==> config.mk <==
export PLATFORM = sky130hd
export DESIGN_NAME = bounded_array_list_engine_flat
export DESIGN_NICKNAME = d
export VERILOG_FILES = /design/src/hw/rtl/bale_pkg.sv /design/src/hw/rtl/bale_chan_if.sv /design/src/hw/rtl/bounded_array_list_engine.sv /design/src/hw/rtl/bale_mem.sv /design/src/hw/rtl/bale_ctrl.sv /design/src/flat_wrapper.sv
export SDC_FILE = /design/constraint.sdc
export NUM_CORES = 2
export LEC_CHECK = 0
export BUFFER_PORTS_ARGS = -buffer_cell sky130_fd_sc_hd__buf_2
export CAP_MARGIN = 20
export CELL_PAD_IN_SITES_DETAIL_PLACEMENT = 2
export CELL_PAD_IN_SITES_GLOBAL_PLACEMENT = 2
export CORE_ASPECT_RATIO = 0.5
export CORE_UTILIZATION = 50
export DETAILED_ROUTE_END_ITERATION = 10
export PLACE_DENSITY_LB_ADDON = 0.1
export REMOVE_ABC_BUFFERS = 1
export SYNTH_ARGS = -nofsm -noshare
export SYNTH_HDL_FRONTEND = slang
export SYNTH_SLANG_ARGS = --single-unit
==> constraint.sdc <==
create_clock -name clk -period 5.9 [get_ports clk]
set_input_delay 0.295 -clock clk [delete_from_list [all_inputs] [get_ports clk]]
set_output_delay 0.295 -clock clk [all_outputs]
set_load 0.01 [all_outputs]
==> src/hw/rtl/bale_pkg.sv <==
// shared constants, types and helpers of the bounded array list engine
`default_nettype none
package bale_pkg;

  localparam int DEPTH       = 64;
  localparam int ENTRY_WIDTH = 32;
  localparam int IDX_W       = $clog2(DEPTH);
  localparam int CNT_W       = $clog2(DEPTH + 1);

  localparam int MODE_W = 3;
  localparam int POS_W  = 6;
  localparam int CAP_W  = 7;
  localparam int STAT_W = 2;
  localparam int ADDR_W = 3;
  localparam int DATA_W = 32;

  localparam logic [MODE_W-1:0] MODE_INSERT_AT   = 3'd0;
  localparam logic [MODE_W-1:0] MODE_APPEND      = 3'd1;
  localparam logic [MODE_W-1:0] MODE_REMOVE_AT   = 3'd2;
  localparam logic [MODE_W-1:0] MODE_REMOVE_LAST = 3'd3;
  localparam logic [MODE_W-1:0] MODE_READ_AT     = 3'd4;
  localparam logic [MODE_W-1:0] MODE_CLEAR       = 3'd5;

  localparam logic [STAT_W-1:0] STAT_OK      = 2'd0;
  localparam logic [STAT_W-1:0] STAT_INVALID = 2'd1;
  localparam logic [STAT_W-1:0] STAT_FULL    = 2'd2;
  localparam logic [STAT_W-1:0] STAT_EMPTY   = 2'd3;

  localparam logic REG_CAPACITY = 1'b0;

  localparam logic [CAP_W-1:0] CAPACITY_RESET = CAP_W'(DEPTH);

  typedef enum logic [1:0] {
    S_IDLE,
    S_MOVE,
    S_READ,
    S_DONE
  } state_t;

  typedef struct packed {
    logic                   we;
    logic [IDX_W-1:0]       waddr;
    logic [ENTRY_WIDTH-1:0] wdata;
    logic [IDX_W-1:0]       raddr;
  } mem_req_t;

  // zero acts as one, anything above the store depth acts as the depth
  function automatic logic [CNT_W-1:0] eff_cap(input logic [CAP_W-1:0] c);
    logic [CNT_W-1:0] r;
    if (c == '0) begin
      r = CNT_W'(1);
    end else if (int'(c) > DEPTH) begin
      r = CNT_W'(DEPTH);
    end else begin
      r = CNT_W'(c);
    end
    return r;
  endfunction

endpackage
`default_nettype wire

==> src/hw/rtl/bale_chan_if.sv <==
// request and result channel interfaces
`default_nettype none
interface bale_in_if;
  logic                             valid;
  logic                             ready;
  logic [bale_pkg::MODE_W-1:0]      mode;
  logic [bale_pkg::POS_W-1:0]       position;
  logic [bale_pkg::ENTRY_WIDTH-1:0] entry_data;

  modport source (output valid, mode, position, entry_data, input ready);
  modport sink   (input valid, mode, position, entry_data, output ready);
endinterface

interface bale_out_if;
  logic                             valid;
  logic                             ready;
  logic [bale_pkg::STAT_W-1:0]      status;
  logic [bale_pkg::ENTRY_WIDTH-1:0] read_data;
  logic [bale_pkg::CNT_W-1:0]       entry_count;
  logic                             is_full;
  logic                             is_empty;

  modport source (output valid, status, read_data, entry_count, is_full, is_empty,
                  input ready);
  modport sink   (input valid, status, read_data, entry_count, is_full, is_empty,
                  output ready);
endinterface
`default_nettype wire

==> src/hw/rtl/bounded_array_list_engine.sv <==
// top level: configuration port, list controller and entry store
//
// Keeps an ordered list of up to capacity 32-bit entries in a 64-entry store.
// Requests arrive on in_ch (valid/ready): insert at an index, append, remove at
// an index, remove last, read at an index, clear. Each request gives exactly
// one result on out_ch: status, read data, entry count, full and empty flags.
// One request is in flight at a time. A request that moves entries passes
// through the shift sequencer, one entry moved per cycle through the single
// read port and single write port of the store; an insert writes its new
// entry after the last move. Append, and insert/remove that moves nothing,
// also pass through the sequencer; read goes through a read state; remove
// last, clear and rejected requests go straight to the result state.
// The result sits in an output register; the next request is accepted in the
// cycle after the result is loaded there, even if the receiver stalls.
// A stalled receiver holds the following result in the controller.
// capacity is written over the APB port at byte address 0 and reads back.
// Synchronous reset empties the list and sets capacity to 64; the store
// contents are not cleared, only entries below the count are ever read.
`default_nettype none
module bounded_array_list_engine (
  input  wire                             clk,
  input  wire                             rst_n,
  bale_in_if.sink                         in_ch,
  bale_out_if.source                      out_ch,
  input  wire                             cfg_psel,
  input  wire                             cfg_penable,
  input  wire                             cfg_pwrite,
  input  wire [bale_pkg::ADDR_W-1:0]      cfg_paddr,
  input  wire [bale_pkg::DATA_W-1:0]      cfg_pwdata,
  output logic [bale_pkg::DATA_W-1:0]     cfg_prdata,
  output logic                            cfg_pready
);
  import bale_pkg::*;

  logic [CAP_W-1:0]       capacity_r;
  logic                   cfg_wr;
  mem_req_t               mem_req;
  logic [ENTRY_WIDTH-1:0] mem_rdata;

  assign cfg_pready = 1'b1;
  assign cfg_wr     = cfg_psel && cfg_penable && cfg_pwrite && cfg_pready;

  always_ff @(posedge clk) begin
    if (!rst_n) begin
      capacity_r <= CAPACITY_RESET;
    end else if (cfg_wr && cfg_paddr[2] == REG_CAPACITY) begin
      capacity_r <= cfg_pwdata[CAP_W-1:0];
    end
  end

  always_comb begin
    cfg_prdata = '0;
    if (cfg_paddr[2] == REG_CAPACITY) begin
      cfg_prdata = DATA_W'(capacity_r);
    end
  end

  bale_ctrl u_ctrl (
    .clk       (clk),
    .rst_n     (rst_n),
    .in_ch     (in_ch),
    .out_ch    (out_ch),
    .capacity  (capacity_r),
    .mem_req   (mem_req),
    .mem_rdata (mem_rdata)
  );

  bale_mem u_mem (
    .clk   (clk),
    .req   (mem_req),
    .rdata (mem_rdata)
  );

  a_count_bound: assert property (@(posedge clk) disable iff (!rst_n)
    out_ch.valid |-> out_ch.entry_count <= CNT_W'(DEPTH))
    else $error("entry count above store depth");

  a_read_zero: assert property (@(posedge clk) disable iff (!rst_n)
    out_ch.valid && out_ch.status != STAT_OK |-> out_ch.read_data == '0)
    else $error("read data nonzero on failed request");

  a_one_in_flight: assert property (@(posedge clk) disable iff (!rst_n)
    in_ch.valid && in_ch.ready |=> !in_ch.ready)
    else $error("second request accepted while one is in flight");

  a_empty_flag: assert property (@(posedge clk) disable iff (!rst_n)
    out_ch.valid |-> out_ch.is_empty == (out_ch.entry_count == '0))
    else $error("empty flag disagrees with count");

endmodule
`default_nettype wire

==> src/hw/rtl/bale_mem.sv <==
// entry store: one write port, one read port with registered read data
`default_nettype none
module bale_mem (
  input  wire                             clk,
  input  bale_pkg::mem_req_t              req,
  output logic [bale_pkg::ENTRY_WIDTH-1:0] rdata
);
  import bale_pkg::*;

  logic [ENTRY_WIDTH-1:0] mem [DEPTH];

  always_ff @(posedge clk) begin
    if (req.we) begin
      mem[req.waddr] <= req.wdata;
    end
    rdata <= mem[req.raddr];
  end

endmodule
`default_nettype wire

==> src/hw/rtl/bale_ctrl.sv <==
// request decode, shift sequencer and result register
`default_nettype none
module bale_ctrl (
  input  wire                               clk,
  input  wire                               rst_n,
  bale_in_if.sink                           in_ch,
  bale_out_if.source                        out_ch,
  input  wire [bale_pkg::CAP_W-1:0]         capacity,
  output bale_pkg::mem_req_t                mem_req,
  input  wire [bale_pkg::ENTRY_WIDTH-1:0]   mem_rdata
);
  import bale_pkg::*;

  state_t state_r, state_nxt;

  logic [CNT_W-1:0]       count_r, count_nxt;
  logic [CNT_W-1:0]       mv_r, mv_nxt;
  logic [IDX_W-1:0]       src_r, src_nxt;
  logic [IDX_W-1:0]       wa_r, wa_nxt;
  logic [IDX_W-1:0]       ins_addr_r, ins_addr_nxt;
  logic [ENTRY_WIDTH-1:0] ins_data_r, ins_data_nxt;
  logic                   pend_r, pend_nxt;
  logic                   down_r, down_nxt;
  logic                   do_wr_r, do_wr_nxt;
  logic [STAT_W-1:0]      res_st_r, res_st_nxt;
  logic [ENTRY_WIDTH-1:0] res_rd_r, res_rd_nxt;

  logic                   ov_r;
  logic [STAT_W-1:0]      ost_r;
  logic [ENTRY_WIDTH-1:0] ord_r;
  logic [CNT_W-1:0]       ocnt_r;
  logic                   ofull_r;
  logic                   oempty_r;

  logic             in_fire;
  logic             out_free;
  logic             move_done;
  logic [CNT_W-1:0] cap;
  logic [CNT_W-1:0] pos_ext;
  logic [IDX_W-1:0] pos_idx;
  logic             is_full_now;

  // decoded request
  logic [STAT_W-1:0] d_st;
  logic              d_move;
  logic              d_read;
  logic              d_down;
  logic              d_wr;
  logic [CNT_W-1:0]  d_count;
  logic [CNT_W-1:0]  d_mv;
  logic [IDX_W-1:0]  d_src;
  logic [IDX_W-1:0]  d_waddr;

  assign in_ch.ready = (state_r == S_IDLE);
  assign in_fire     = in_ch.valid && in_ch.ready;
  assign out_free    = !ov_r || out_ch.ready;
  assign move_done   = (mv_r == '0) && !pend_r;
  assign cap         = eff_cap(capacity);
  assign pos_ext     = CNT_W'(in_ch.position);
  assign pos_idx     = IDX_W'(in_ch.position);
  assign is_full_now = (count_r >= cap);

  always_comb begin
    d_st    = STAT_OK;
    d_move  = 1'b0;
    d_read  = 1'b0;
    d_down  = 1'b0;
    d_wr    = 1'b0;
    d_count = count_r;
    d_mv    = '0;
    d_src   = pos_idx;
    d_waddr = pos_idx;
    case (in_ch.mode)
      MODE_INSERT_AT: begin
        if (pos_ext > cap - CNT_W'(1) || pos_ext > count_r) begin
          d_st = STAT_INVALID;
        end else if (is_full_now) begin
          d_st = STAT_FULL;
        end else begin
          d_move  = 1'b1;
          d_down  = 1'b1;
          d_wr    = 1'b1;
          d_src   = count_r[IDX_W-1:0] - IDX_W'(1);
          d_mv    = count_r - pos_ext;
          d_count = count_r + CNT_W'(1);
        end
      end
      MODE_APPEND: begin
        if (is_full_now) begin
          d_st = STAT_FULL;
        end else begin
          d_move  = 1'b1;
          d_wr    = 1'b1;
          d_waddr = count_r[IDX_W-1:0];
          d_count = count_r + CNT_W'(1);
        end
      end
      MODE_REMOVE_AT: begin
        if (pos_ext >= count_r) begin
          d_st = STAT_INVALID;
        end else begin
          d_move  = 1'b1;
          d_src   = pos_idx + IDX_W'(1);
          d_mv    = count_r - pos_ext - CNT_W'(1);
          d_count = count_r - CNT_W'(1);
        end
      end
      MODE_REMOVE_LAST: begin
        if (count_r == '0) begin
          d_st = STAT_EMPTY;
        end else begin
          d_count = count_r - CNT_W'(1);
        end
      end
      MODE_READ_AT: begin
        if (pos_ext >= count_r) begin
          d_st = STAT_INVALID;
        end else begin
          d_read = 1'b1;
        end
      end
      MODE_CLEAR: begin
        d_count = '0;
      end
      default: begin
        d_st = STAT_INVALID;
      end
    endcase
  end

  always_comb begin
    state_nxt = state_r;
    unique case (state_r)
      S_IDLE: begin
        if (in_fire) begin
          if (d_move) begin
            state_nxt = S_MOVE;
          end else if (d_read) begin
            state_nxt = S_READ;
          end else begin
            state_nxt = S_DONE;
          end
        end
      end
      S_MOVE: begin
        if (move_done) begin
          state_nxt = S_DONE;
        end
      end
      S_READ: begin
        state_nxt = S_DONE;
      end
      S_DONE: begin
        if (out_free) begin
          state_nxt = S_IDLE;
        end
      end
      default: begin
        state_nxt = S_IDLE;
      end
    endcase
  end

  always_comb begin
    count_nxt    = count_r;
    mv_nxt       = mv_r;
    src_nxt      = src_r;
    wa_nxt       = wa_r;
    ins_addr_nxt = ins_addr_r;
    ins_data_nxt = ins_data_r;
    pend_nxt     = 1'b0;
    down_nxt     = down_r;
    do_wr_nxt    = do_wr_r;
    res_st_nxt   = res_st_r;
    res_rd_nxt   = res_rd_r;
    mem_req.we    = 1'b0;
    mem_req.waddr = wa_r;
    mem_req.wdata = mem_rdata;
    mem_req.raddr = src_r;
    unique case (state_r)
      S_IDLE: begin
        mem_req.raddr = pos_idx;
        if (in_fire) begin
          count_nxt    = d_count;
          mv_nxt       = d_mv;
          src_nxt      = d_src;
          down_nxt     = d_down;
          do_wr_nxt    = d_wr;
          ins_addr_nxt = d_waddr;
          ins_data_nxt = in_ch.entry_data;
          res_st_nxt   = d_st;
          res_rd_nxt   = '0;
        end
      end
      S_MOVE: begin
        // read one entry ahead, write it to its neighbor in the following cycle
        if (mv_r != '0) begin
          mv_nxt   = mv_r - CNT_W'(1);
          pend_nxt = 1'b1;
          src_nxt  = down_r ? src_r - IDX_W'(1) : src_r + IDX_W'(1);
          wa_nxt   = down_r ? src_r + IDX_W'(1) : src_r - IDX_W'(1);
        end
        if (pend_r) begin
          mem_req.we = 1'b1;
        end else if (mv_r == '0 && do_wr_r) begin
          mem_req.we    = 1'b1;
          mem_req.waddr = ins_addr_r;
          mem_req.wdata = ins_data_r;
        end
      end
      S_READ: begin
        res_rd_nxt = mem_rdata;
      end
      S_DONE: begin
      end
      default: begin
      end
    endcase
  end

  always_ff @(posedge clk) begin
    if (!rst_n) begin
      state_r <= S_IDLE;
      count_r <= '0;
      mv_r    <= '0;
      pend_r  <= 1'b0;
      ov_r    <= 1'b0;
    end else begin
      state_r <= state_nxt;
      count_r <= count_nxt;
      mv_r    <= mv_nxt;
      pend_r  <= pend_nxt;
      if (state_r == S_DONE && out_free) begin
        ov_r <= 1'b1;
      end else if (out_ch.ready) begin
        ov_r <= 1'b0;
      end
    end
  end

  always_ff @(posedge clk) begin
    src_r      <= src_nxt;
    wa_r       <= wa_nxt;
    ins_addr_r <= ins_addr_nxt;
    ins_data_r <= ins_data_nxt;
    down_r     <= down_nxt;
    do_wr_r    <= do_wr_nxt;
    res_st_r   <= res_st_nxt;
    res_rd_r   <= res_rd_nxt;
    if (state_r == S_DONE && out_free) begin
      ost_r    <= res_st_r;
      ord_r    <= res_rd_r;
      ocnt_r   <= count_r;
      ofull_r  <= is_full_now;
      oempty_r <= (count_r == '0);
    end
  end

  assign out_ch.valid       = ov_r;
  assign out_ch.status      = ost_r;
  assign out_ch.read_data   = ord_r;
  assign out_ch.entry_count = ocnt_r;
  assign out_ch.is_full     = ofull_r;
  assign out_ch.is_empty    = oempty_r;

endmodule
`default_nettype wire

==> src/flat_wrapper.sv <==
// flat-port wrapper written by rule: the top's interface ports become plain ports
module bounded_array_list_engine_flat import bale_pkg::*;
  (clk, rst_n, cfg_psel, cfg_penable, cfg_pwrite, cfg_paddr, cfg_pwdata, cfg_prdata, cfg_pready, in_ch_valid, in_ch_mode, in_ch_position, in_ch_entry_data, in_ch_ready, out_ch_valid, out_ch_status, out_ch_read_data, out_ch_entry_count, out_ch_is_full, out_ch_is_empty, out_ch_ready);
  bale_in_if in_ch_i ();
  bale_out_if out_ch_i ();
  input  wire clk;
  input  wire rst_n;
  input  wire cfg_psel;
  input  wire cfg_penable;
  input  wire cfg_pwrite;
  input  wire [bale_pkg::ADDR_W-1:0] cfg_paddr;
  input  wire [bale_pkg::DATA_W-1:0] cfg_pwdata;
  output logic [bale_pkg::DATA_W-1:0] cfg_prdata;
  output logic cfg_pready;
  input wire logic [$bits(in_ch_i.valid)-1:0] in_ch_valid;
  input wire logic [$bits(in_ch_i.mode)-1:0] in_ch_mode;
  input wire logic [$bits(in_ch_i.position)-1:0] in_ch_position;
  input wire logic [$bits(in_ch_i.entry_data)-1:0] in_ch_entry_data;
  output wire logic [$bits(in_ch_i.ready)-1:0] in_ch_ready;
  output wire logic [$bits(out_ch_i.valid)-1:0] out_ch_valid;
  output wire logic [$bits(out_ch_i.status)-1:0] out_ch_status;
  output wire logic [$bits(out_ch_i.read_data)-1:0] out_ch_read_data;
  output wire logic [$bits(out_ch_i.entry_count)-1:0] out_ch_entry_count;
  output wire logic [$bits(out_ch_i.is_full)-1:0] out_ch_is_full;
  output wire logic [$bits(out_ch_i.is_empty)-1:0] out_ch_is_empty;
  input wire logic [$bits(out_ch_i.ready)-1:0] out_ch_ready;
  assign in_ch_i.valid = in_ch_valid;
  assign in_ch_i.mode = in_ch_mode;
  assign in_ch_i.position = in_ch_position;
  assign in_ch_i.entry_data = in_ch_entry_data;
  assign in_ch_ready = in_ch_i.ready;
  assign out_ch_valid = out_ch_i.valid;
  assign out_ch_status = out_ch_i.status;
  assign out_ch_read_data = out_ch_i.read_data;
  assign out_ch_entry_count = out_ch_i.entry_count;
  assign out_ch_is_full = out_ch_i.is_full;
  assign out_ch_is_empty = out_ch_i.is_empty;
  assign out_ch_i.ready = out_ch_ready;
  bounded_array_list_engine u_core (.clk(clk), .rst_n(rst_n), .in_ch(in_ch_i), .out_ch(out_ch_i), .cfg_psel(cfg_psel), .cfg_penable(cfg_penable), .cfg_pwrite(cfg_pwrite), .cfg_paddr(cfg_paddr), .cfg_pwdata(cfg_pwdata), .cfg_prdata(cfg_prdata), .cfg_pready(cfg_pready));
endmodule
==> results of run 1 <==
cells by family after synthesis:
logic type               share of synthesized area (%)
buffers and inverters                            1.707
flip-flops                                       76.75
multiplexers                                     10.80
XOR/XNOR                                        0.2830
AO/OA/AOI/OAI                                    4.624
other                                         0.008666
AND/OR/NAND/NOR                                  5.244
adder cells (fa/ha/maj)                         0.5804
stage by stage:
step | cells | setup TNS [ps]
after floorplan | 4417 | -1091850
after global placement | 6996 | 0
==> flow_metrics.py, run 1 <==
metrics = {
    "place": {
        "portBuffers": 107,
        "hpwl_um": 204400,
        "gp_congestion": 0.8429,
    },
    "logic_synthesis": {
        "synth_common_cells": "edfxtp_1, nand2_1, mux4_2",
        "synth.most_common_cell": "edfxtp_1",
        "yosysTopAreaCellShare_pct": 75.43,
        "ys_ff_latch": 2234,
        "synth_cell_types": 71,
        "synth_edf_count": 2177,
        "ys.warnings.count": 0,
        "seq_area_frac_synth_pct": 76.75,
        "netlist_area_um2": 86660,
        "synthCells": 4658,
        "synth_ff_type": "edfxtp_1",
        "synth_area_leaders": "edfxtp_1, mux4_2, nand2_1",
        "syn_avg_cell_area_um2": 18.60,
        "async_reset_ff_share_pct": 0,
        "synth_top_cell_by_area": "edfxtp_1",
    },
    "die": {
        "die_w_um": 590.8,
        "num_io_pins": 161,
        "die_h_um": 296.4,
        "rows": 107,
        "start_util_pct": 50.61,
    },
    "run_status": {
        "toolErrorMsg": "[ERROR DPL-0033] detailed placement checks failed during check placement.",
        "stop_stage": "3_5_place_dp",
        "status": "stopped before the end",
    },
}
==> run 2: changes to the inputs <==
--- a/config.mk
+++ b/config.mk
@@ -7,12 +7,9 @@
 export LEC_CHECK = 0
 export BUFFER_PORTS_ARGS = -buffer_cell sky130_fd_sc_hd__buf_2
 export CAP_MARGIN = 20
-export CELL_PAD_IN_SITES_DETAIL_PLACEMENT = 2
-export CELL_PAD_IN_SITES_GLOBAL_PLACEMENT = 2
-export CORE_ASPECT_RATIO = 0.5
-export CORE_UTILIZATION = 50
+export CORE_UTILIZATION = 35
 export DETAILED_ROUTE_END_ITERATION = 10
-export PLACE_DENSITY_LB_ADDON = 0.1
+export PLACE_DENSITY_LB_ADDON = 0.15
 export REMOVE_ABC_BUFFERS = 1
 export SYNTH_ARGS = -nofsm -noshare
 export SYNTH_HDL_FRONTEND = slang
==> flow_metrics.py, run 2 <==
metrics = {
    "detailed_routing": {
        "wl_um": 260100,
        "num_vias": 46140,
        "drc_errors": 0,
        "antenna_left": 0,
        "first_iter_violations": 4863,
        "wl_per_cell_um": 30.87,
        "via_per_inst": 5.475,
        "drt-pass1-iter-count": 6,
    },
    "pwr": {
        "p_comb_share_pct": 31.5,
        "p_switching_w": 0.01728,
        "p_clk_share_pct": 27.2,
        "p_per_area_nw_per_um2": 508.2,
        "power.leakage_nw": 32.12,
        "total_power_w": 0.05105,
        "p_sw_share_pct": 33.85,
        "ir_drop_v": 0.0003418,
        "p_int_w": 0.03377,
        "seqPwrFrac_pct": 41.3,
    },
    "sta": {
        "hold_ws_ps": 99.11,
        "max_freq_mhz": 214.0,
        "finalHoldViolations": 0,
        "report.final.slew_viol_count": 0,
        "fin_crit_ps": 4672,
        "slew-limit-headroom_pct": 23.68,
        "finClkSkew_ps": 48.81,
        "worstMarginPinSlew_ps": 1145,
        "fin_crit_sh_pct": 79.19,
        "setup_violations": 0,
        "tns_ps": 0,
        "rsz0062_at_grt": "false",
    },
    "hold_path": {
        "hold_end": "u_core.capacity_r[4]",
        "hold_class": "in2reg",
        "worstHoldPathCells": 4,
        "min_from": "cfg_pwrite",
    },
    "worst_setup_path": {
        "reg2reg_to": "u_core.u_mem.mem[1][28]",
        "rr_worst_depth": 8,
        "end_kind": "register",
        "slowest_delay_ps": 810,
        "crit_type": "reg2reg",
        "critPathLaunchType": "register",
        "startpoint": "u_core.u_ctrl.mv_r[3]",
        "cp_num_buf_inv": 1,
        "path_max_fanout": 34,
        "crit_path_top_delay_cell": "nor2_4",
        "arrival_ps": 5190,
        "ff2ff_setup_slack_ps": 1230,
        "cp.required_ps": 6420,
        "crit_chain": "nor3_2 > nand4_1 > nor2_1 > nand2_4 > mux2i_1 > nand2b_1 > nor2_4 > buf_4",
        "r2r_start": "u_core.u_ctrl.mv_r[3]",
        "cpLargestDelayFamily": "simple AND/OR/NAND/NOR gates",
    },
    "place": {
        "portBuffers": 107,
        "hpwl_um": 146500,
        "dpl_cell_area_um2": 92500,
        "gp_congestion": 0.8321,
    },
    "grt": {
        "grt_pass1_wl_um": 364000,
        "antenna_found_initial": 6,
        "grt_util_all_layers_pct": 20.71,
        "grt_max_degree": 106,
        "grt-ovfl-total": 0,
        "first_global_vias": 45940,
        "grt_use_met2_pct": 33.07,
        "grt-busiest-layer": "met2",
        "use_met1_pct": 29.71,
        "met3_usage_pct": 2.932,
    },
    "die": {
        "num_io_pins": 161,
        "core_um2": 245900,
        "die_h_um": 499.6,
        "rows": 182,
        "start_util_pct": 35.24,
        "dieArea_um2": 249600,
        "die_w_um": 499.6,
    },
    "logic_synthesis": {
        "ys.warnings.count": 0,
        "synth_cell_types": 71,
        "synth_top_cell_by_area": "edfxtp_1",
        "syn_avg_cell_area_um2": 18.60,
        "synth_edf_count": 2177,
        "yosysTopAreaCellShare_pct": 75.43,
        "ys_ff_latch": 2234,
        "synthCells": 4658,
        "synth.most_common_cell": "edfxtp_1",
        "synth_area_leaders": "edfxtp_1, mux4_2, nand2_1",
        "netlist_area_um2": 86660,
        "async_reset_ff_share_pct": 0,
        "synth_ff_type": "edfxtp_1",
        "synth_common_cells": "edfxtp_1, nand2_1, mux4_2",
        "seq_area_frac_synth_pct": 76.75,
    },
    "clock_network": {
        "cts_max_level": 4,
        "clock_latency_ps": 870,
        "cts_buffers": 227,
        "root_buffer": "clkbuf_16",
        "cts_buffer_depth": 3,
        "cts.sinks": 2234,
        "clk_pin_slew_worst_paths_ps": 60,
        "cts_tree": "built",
    },
    "run_status": {
        "status": "completed",
    },
    "cells_and_area": {
        "final_util_pct": 40.85,
        "layout_common_cells": "edfxtp_1, nand2_1, mux4_2",
        "areaGrowthSynthToFinish_pct": 15.93,
        "fin_area_um2": 100500,
        "final_common_cell": "edfxtp_1",
        "top_register": "u_core.u_mem.mem",
        "drive_gt1_share_pct": 21.99,
        "largest_register_ff_count": 2048,
        "final_nets": 5134,
    },
    "flow_run": {
        "maxCapViolCount": 0,
    },
}
==> run 2: cell counts after synthesis <==
No cell type changed its count.
==> run 2: routing by layer <==
layer	up-vias	share of wire (%)
met5	-	0.0050
met2	1506	48
met1	24850	44
met3	297	5.7
li1	19490	-
met4	2	2.3
==> run 2: cells by family (layout without fill, tap and decap cells) <==
group	Yosys count	after routing	synth area share [%]
and+or+nand+nor	1021	1021	5.244
buffers and inverters	300	824	1.707
adders and majority gates	39	39	0.5804
xor gates and xnor gates	28	28	0.2830
AOI/OAI and AO/OA	582	582	4.624
other	2	27	0.008666
DFF	2234	2234	76.75
muxes	452	452	10.80
==> run 2: how the worst max path moves through the flow <==
stage | to | slack (ps) | depth (start not counted)
after floorplan | u_core.u_mem.rdata[20] | -36080 | 7
after global placement | u_core.u_mem.mem[56][19] | 1260 | 8
after detailed placement | u_core.u_mem.mem[1][0] | 1170 | 8
after CTS | u_core.u_mem.mem[1][28] | 1140 | 8
after global routing | u_core.u_mem.mem[1][11] | 990 | 8
final | u_core.u_mem.mem[1][28] | 1230 | 8
==> run 2: per-stage QoR <==
step	cells	worst slack (ps)
final	8427	1228
after global routing	8426	990.5
after CTS	8409	1145
after detailed placement	7932	1173
after global placement	7928	1263
after floorplan	4417	-36080
==> run 2: layout make-up <==
class | instances | area, µm²
repair buffers | 366 | 3236
clock inverters | 128 | 999.7
flip-flops and latches | 2234 | 66510
inverters | 35 | 132.6
clock buffers | 295 | 6110
diodes | 1 | 2.502
multi-input cells | 2148 | 19440
fillers | 21870 | 145500
well taps | 3220 | 4029
==> run 2: what timing repair did <==
| action | in CTS | in global routing |
|---|---|---|
| buffers inserted | 0 | 0 |
| endpoints found under the hold margin | 66 | 0 |
| hold buffers | 54 | 0 |
| resized for setup | 0 | 0 |
==> run 2: worst reg2reg max path: stages (launching register included) <==
cell and delay, ps:
dfxtp_1 360, nor3_2 300, nand4_1 340, nor2_1 370, nand2_4 490, mux2i_1 570
nand2b_1 580, nor2_4 820, buf_4 480
==> run 2: power by group through the flow <==
| stage | logic [W] | clock network, W | registers [W] |
|---|---|---|---|
| floorplan | 0.00846 | 0 | 0.0213 |
| detailed placement | 0.0160 | 0 | 0.0215 |
| global placement | 0.0158 | 0 | 0.0215 |
| CTS | 0.0161 | 0.0141 | 0.0212 |
| global route | 0.0172 | 0.0147 | 0.0211 |
| finish | 0.0161 | 0.0139 | 0.0211 |
(Power assumes the default switching activity.)
